--- src/sv/assert_macros.svh ---
// ----------------------------------------------------------------------------
// Assertion macros
// Shared concurrent assertion helpers for the RTL.
// ----------------------------------------------------------------------------
`ifndef ASSERT_MACROS_SVH
`define ASSERT_MACROS_SVH
`ifndef NO_ASSERTIONS
`define ASSERT_IMPL(lbl, clk, rst_n, prop) \
  lbl: assert property (@(posedge clk) disable iff (!rst_n) prop) else $error("%m failed");
`define ASSERT_NEXT(lbl, clk, rst_n, ante, cons) \
  lbl: assert property (@(posedge clk) disable iff (!rst_n) (ante) |=> (cons)) else $error("%m failed");
`else
`define ASSERT_IMPL(lbl, clk, rst_n, prop)
`define ASSERT_NEXT(lbl, clk, rst_n, ante, cons)
`endif
`endif

--- src/sv/aesd_ram.sv ---
// ----------------------------------------------------------------------------
// Generic RAM
// Single write port, single registered read port.
// ----------------------------------------------------------------------------
`default_nettype none
module aesd_ram #(
  parameter int unsigned WIDTH = 128,
  parameter int unsigned DEPTH = 11
) (
  input  wire logic                     clk,
  input  wire logic                     we,
  input  wire logic [$clog2(DEPTH)-1:0] waddr,
  input  wire logic [WIDTH-1:0]         wdata,
  input  wire logic [$clog2(DEPTH)-1:0] raddr,
  output logic      [WIDTH-1:0]         rdata
);

  logic [WIDTH-1:0] mem_r [DEPTH];

  always_ff @(posedge clk) begin
    if (we) mem_r[waddr] <= wdata;
    rdata <= mem_r[raddr];
  end

endmodule
`default_nettype wire

--- config.mk ---
export PLATFORM = sky130hd
export DESIGN_NAME = aesd_ram
export DESIGN_NICKNAME = d
export VERILOG_FILES = /design/src/sv/assert_macros.svh /design/src/sv/aesd_ram.sv
export SDC_FILE = /design/constraint.sdc
export NUM_CORES = 1
export LEC_CHECK = 0
export BUFFER_PORTS_ARGS = -buffer_cell sky130_fd_sc_hd__buf_2
export CAP_MARGIN = 20
export CORE_MARGIN = 2
export CORE_UTILIZATION = 40
export CTS_CLUSTER_DIAMETER = 60
export DETAILED_ROUTE_END_ITERATION = 6
export GPL_ROUTABILITY_DRIVEN = 1
export PLACE_DENSITY_LB_ADDON = 0.15
export SYNTH_ARGS = -nofsm -noshare
export SYNTH_HDL_FRONTEND = slang
export SYNTH_SLANG_ARGS = --single-unit
--- constraint.sdc ---
create_clock -name clk -period 31.9 [get_ports clk]
set_input_delay 1.595 -clock clk [delete_from_list [all_inputs] [get_ports clk]]
set_output_delay 1.595 -clock clk [all_outputs]
set_load 0.1 [all_outputs]
Word level (Yosys, flattened, before mapping) --
Memories as Yosys holds them, arrays and structs flattened. A register that Yosys moved wholly into a read port is not among the register bits. Index checks and enable logic that the tools add are counted.
Operators by class: muxes and demuxes 2
Operator list (number):
- $mux W1 | 2
Storage, ports and cells: flip-flop bits (word level) 0, memory bits (writable) 1408, input bits 138, output and inout bits 128, logic and storage cells 3, memories 1
Memories:
- mem_r | words 11, bits a word 128, read ports 1, clocked after Yosys merged registers in 1, write ports 1, line aesd_ram.sv:18 | logic [WIDTH-1:0] mem_r [DEPTH];

Logic depth before layout (Yosys ltp) --
depth after elaboration 2, mapped depth 6, gate-level depth less buffers 3

Worst setup path after synthesis --
No wires, ideal clock.
kind input -> register, start input port waddr[3], end memory mem_r[0][0] (enable), library setup time 774 ps, arrival time 10749 ps, data required time 31126 ps, slack 20377 ps, stages 2, path buffers 0, cells stage by stage or3b_2 -> nor3_1
RTL lines:
- start: declaration | line aesd_ram.sv:12 | input wire logic [$clog2(DEPTH)-1:0] waddr,
- end: declaration | line aesd_ram.sv:18
Straight into the memory's write port.

==> qor.txt <==
=====================================================================================
Setup slack of the worst register-to-register path                           30670 ps
Max-cap violations                                                                  0
Flops & latches, synth                                                           1536
Multi-input gate area in the final layout                                   11740 um2
Top-level port count                                                              266
Count of routing violations after the opening detailed-route iteration           2175
Element type at the critical path end                                        register
Detailed Routing Iterations Pass 1                                                  5
Pin count of the biggest net entering global routing                              132
Required time worst endpoint                                                 32520 ps
Post-Syn Area                                                               57460 um2
R2R depth                                                                           3
Upper clock frequency limit                                                 181.2 MHz
Static Leakage                                                               22.07 nW
Final cell count without fillers                                                 5362
Routed wire per std cell                                                     26.23 um
Result of the run                                                        complete, no violations
Pins Over Slew Limit                                                                0
Detailed-route DRC error count                                                      0
Worst clock skew on the final layout                                         23.90 ps
Slew @ Worst Pin                                                              1122 ps
CTS buffer count                                                                  161
Cell types with the highest counts after synthesis                       sky130_fd_sc_hd__edfxtp_1, sky130_fd_sc_hd__mux2_2, sky130_fd_sc_hd__mux2i_1
Buffers from clock root to sink, at most                                            3
Fill cell instance count of the final layout                                    12000
Core Region                                                                143100 um2
Most frequent CP cell                                                    sky130_fd_sc_hd__buf_4
Cell variety after synth                                                           20
Total setup violations reported at the end of the flow                              0
Root buf cell                                                            sky130_fd_sc_hd__clkbuf_16
Die X-Extent                                                                 383.0 um
FF/Latch Area                                                               44840 um2
TritonCTS sink count                                                             1536
Syn Inst Count                                                                   3021
Die height                                                                   383.0 um
Pwr per Cell Area                                                        66.96 nW/um2
Mean number of vias per cell                                                    5.369
Top post-synthesis cells by area                                         sky130_fd_sc_hd__edfxtp_1, sky130_fd_sc_hd__mux2_2, sky130_fd_sc_hd__dfxtp_1
Overall fraction of global-route tracks in use                                 19.04%
Total placed cells including tap cells                                           5052
Number of synthesized flops with an enable pin                                   1408
Vias in the first global route                                                  29860
Dominant cell type by area after synthesis                               sky130_fd_sc_hd__edfxtp_1
Latest clock arrival within the worst-skew pair                                800 ps
Crit-path slowest cell                                                   sky130_fd_sc_hd__buf_4
Wire length of the first global-routing pass                                203000 um
Unrepaired setup endpoints after global routing                                    no
Worst-path maximum fanout                                                         131
Number of warning messages in the yosys log                                         0
Fin crit share                                                                 17.30%
Worst setup startpoint                                                       raddr[0]
Count of port buffers added during placement                                      265
Layout cell share with drive strength beyond 1                                 27.39%
Half-perimeter wire length after placement                                   67340 um
Main synth FF type                                                       sky130_fd_sc_hd__edfxtp_1
CTS Hold Buffers Added                                                              0
Post-placement cell area                                                    60790 um2
TritonCTS clock tree                                                              yes
Final worst-path setup slack                                                 26380 ps
Setup total negative slack                                                       0 ps
CTS clk-pin slew, worst paths                                                   60 ps
Number of buffers added for setup after CTS                                         0
Gr ovfl total                                                                       0
Delay of the slowest cell on the worst path                                    970 ps
Final critical path time including I/O delays and setup                       5520 ps
Area enclosed by the die boundary                                          146700 um2
Overall power after layout                                                   4.419 mW
Top cell type's share of synthesized area                                      73.58%
Worst reg2reg endpoint                                                      rdata[11]
Routability Congestion                                                         0.7191
Initial core utilization                                                       40.14%
Worst Setup Start Kind                                                      input pin
Critical path depth                                                                 8
Worst Hold Margin                                                            565.8 ps
Post-Layout Inst Area                                                       66000 um2
Post-Syn Nets                                                                    3159
Crit-path cells                                                          buf_8, buf_12, buf_4, buf_4, buf_4, mux2_2, o211ai_1, o31ai_1
Most frequently used cell type in the post-synthesis netlist             sky130_fd_sc_hd__edfxtp_1
Seq/Total Area, Yosys                                                          78.04%
Antenna violations before repair                                                   49
ANT nets after route                                                                0
Final hold violation count                                                          0
Placement row count                                                               139
Net count of the finished layout                                                 3451
Number of instances resized during post-cts repair                                  0
Post-route core utilization                                                    46.11%
Average cell area after synthesis                                           19.02 um2
Largest delay share family, worst path                                   buffers and inverters
Post-Route WL                                                               140600 um
Endpoint arrival time on the critical path                                    6140 ps
Maximum VDD drop                                                           0.04221 mV
Start-to-end type of the worst setup path                                      in2reg
Critical path endpoint                                                      rdata[79]
Place WS                                                                     25480 ps
Worst R2R Start                                                          mem_r[3][11]
Relative max-transition margin                                                 25.20%
Post-synthesis async set-or-reset flop share                                       0%
Worst Hold Class                                                              reg2reg
P&R area growth vs syn                                                         14.86%
Buffers & Inverters on Critical Path                                                5
CTS H-tree depth                                                                    4
Vias                                                                            28790
=====================================================================================
[logic make-up (layout without fill, tap and decap cells)]
kind of cell	Yosys count	count (layout)	synth area share (%)
buffers and inverters	184	613	1.707
AND/OR/NAND/NOR	149	149	1.577
multiplexers	640	640	11.99
flip-flops	1536	1536	78.04
other	0	9	0
AO/OA/AOI/OAI	512	512	6.689
[registers in the layout, summed over array words and instances (netlist names)]
signal and flops:
rdata 128, mem_r 1408
[how the worst min path moves through the flow]
| stage | from | end | slack [ps] | cells past startpoint |
|---|---|---|---|---|
| CTS | mem_r[10][12] | rdata[12] | 570 | 3 |
| finish | mem_r[10][97] | rdata[97] | 570 | 3 |
| global route | mem_r[10][51] | rdata[51] | 600 | 3 |
| floorplan | mem_r[10][0] | rdata[0] | 540 | 3 |
| global placement | mem_r[10][39] | rdata[39] | 550 | 3 |
| detailed placement | mem_r[10][12] | rdata[12] | 560 | 3 |
[where the power goes]
group	internal, mW	total, mW	switching, mW
Sequential	2.25	2.27	0.0174
Combinational	0.0801	0.330	0.250
Clock	1.06	1.82	0.763
Total	3.39	4.42	1.03
[final cells by class]
cell class,count,area share (%)
flip-flops and latches,1536,67.95
clock inverters,78,1.105
clock buffers,222,6.715
repair buffers,313,2.802
diodes,9,0.03412
well taps,1903,3.608
multi-input cells,1301,17.79
[worst reg2reg max path, delay by kind of cell, from the launching register on]
family | cells | cell delay (ps)
muxes | 1 | 70
DFF | 1 | 330
AOI/OAI and AO/OA | 2 | 690
[cell usage in the layout, fill, tap and decap left out]
master	count
sky130_fd_sc_hd__inv_16	1
sky130_fd_sc_hd__nor3_2	3
sky130_fd_sc_hd__nand2_4	1
sky130_fd_sc_hd__dfxtp_1	128
sky130_fd_sc_hd__buf_4	38
sky130_fd_sc_hd__buf_2	262
sky130_fd_sc_hd__nor2_4	9
sky130_fd_sc_hd__mux2i_1	256
sky130_fd_sc_hd__or3b_2	1
sky130_fd_sc_hd__nor2b_4	1
sky130_fd_sc_hd__nand2b_1	130
sky130_fd_sc_hd__nand3b_1	2
sky130_fd_sc_hd__bufinv_16	10
sky130_fd_sc_hd__o22ai_1	128
sky130_fd_sc_hd__clkbuf_1	47
sky130_fd_sc_hd__inv_8	2
sky130_fd_sc_hd__o31ai_1	128
sky130_fd_sc_hd__clkinv_8	3
sky130_fd_sc_hd__buf_8	3
sky130_fd_sc_hd__a22o_1	128
sky130_fd_sc_hd__mux2_2	384
sky130_fd_sc_hd__clkinv_1	21
sky130_fd_sc_hd__nand2_1	1
sky130_fd_sc_hd__diode_2	9
sky130_fd_sc_hd__inv_6	9
sky130_fd_sc_hd__clkinvlp_4	8
sky130_fd_sc_hd__buf_12	9
sky130_fd_sc_hd__clkbuf_8	11
sky130_fd_sc_hd__clkinv_2	24
sky130_fd_sc_hd__edfxtp_1	1408
sky130_fd_sc_hd__clkbuf_16	164
sky130_fd_sc_hd__buf_16	1
sky130_fd_sc_hd__nand2b_4	1
sky130_fd_sc_hd__o211ai_1	128
[layer usage]
metal / vias to the layer above / share of wire [%] / GRT usage, %
met5: - / 0.16 / 0
met4: 36 / 1.7 / 4.929
met3: 216 / 5.2 / 3.946
met2: 673 / 49 / 31.41
met1: 15060 / 44 / 25.69
li1: 12800 / - / -
Power figures use the tool's default switching activity.
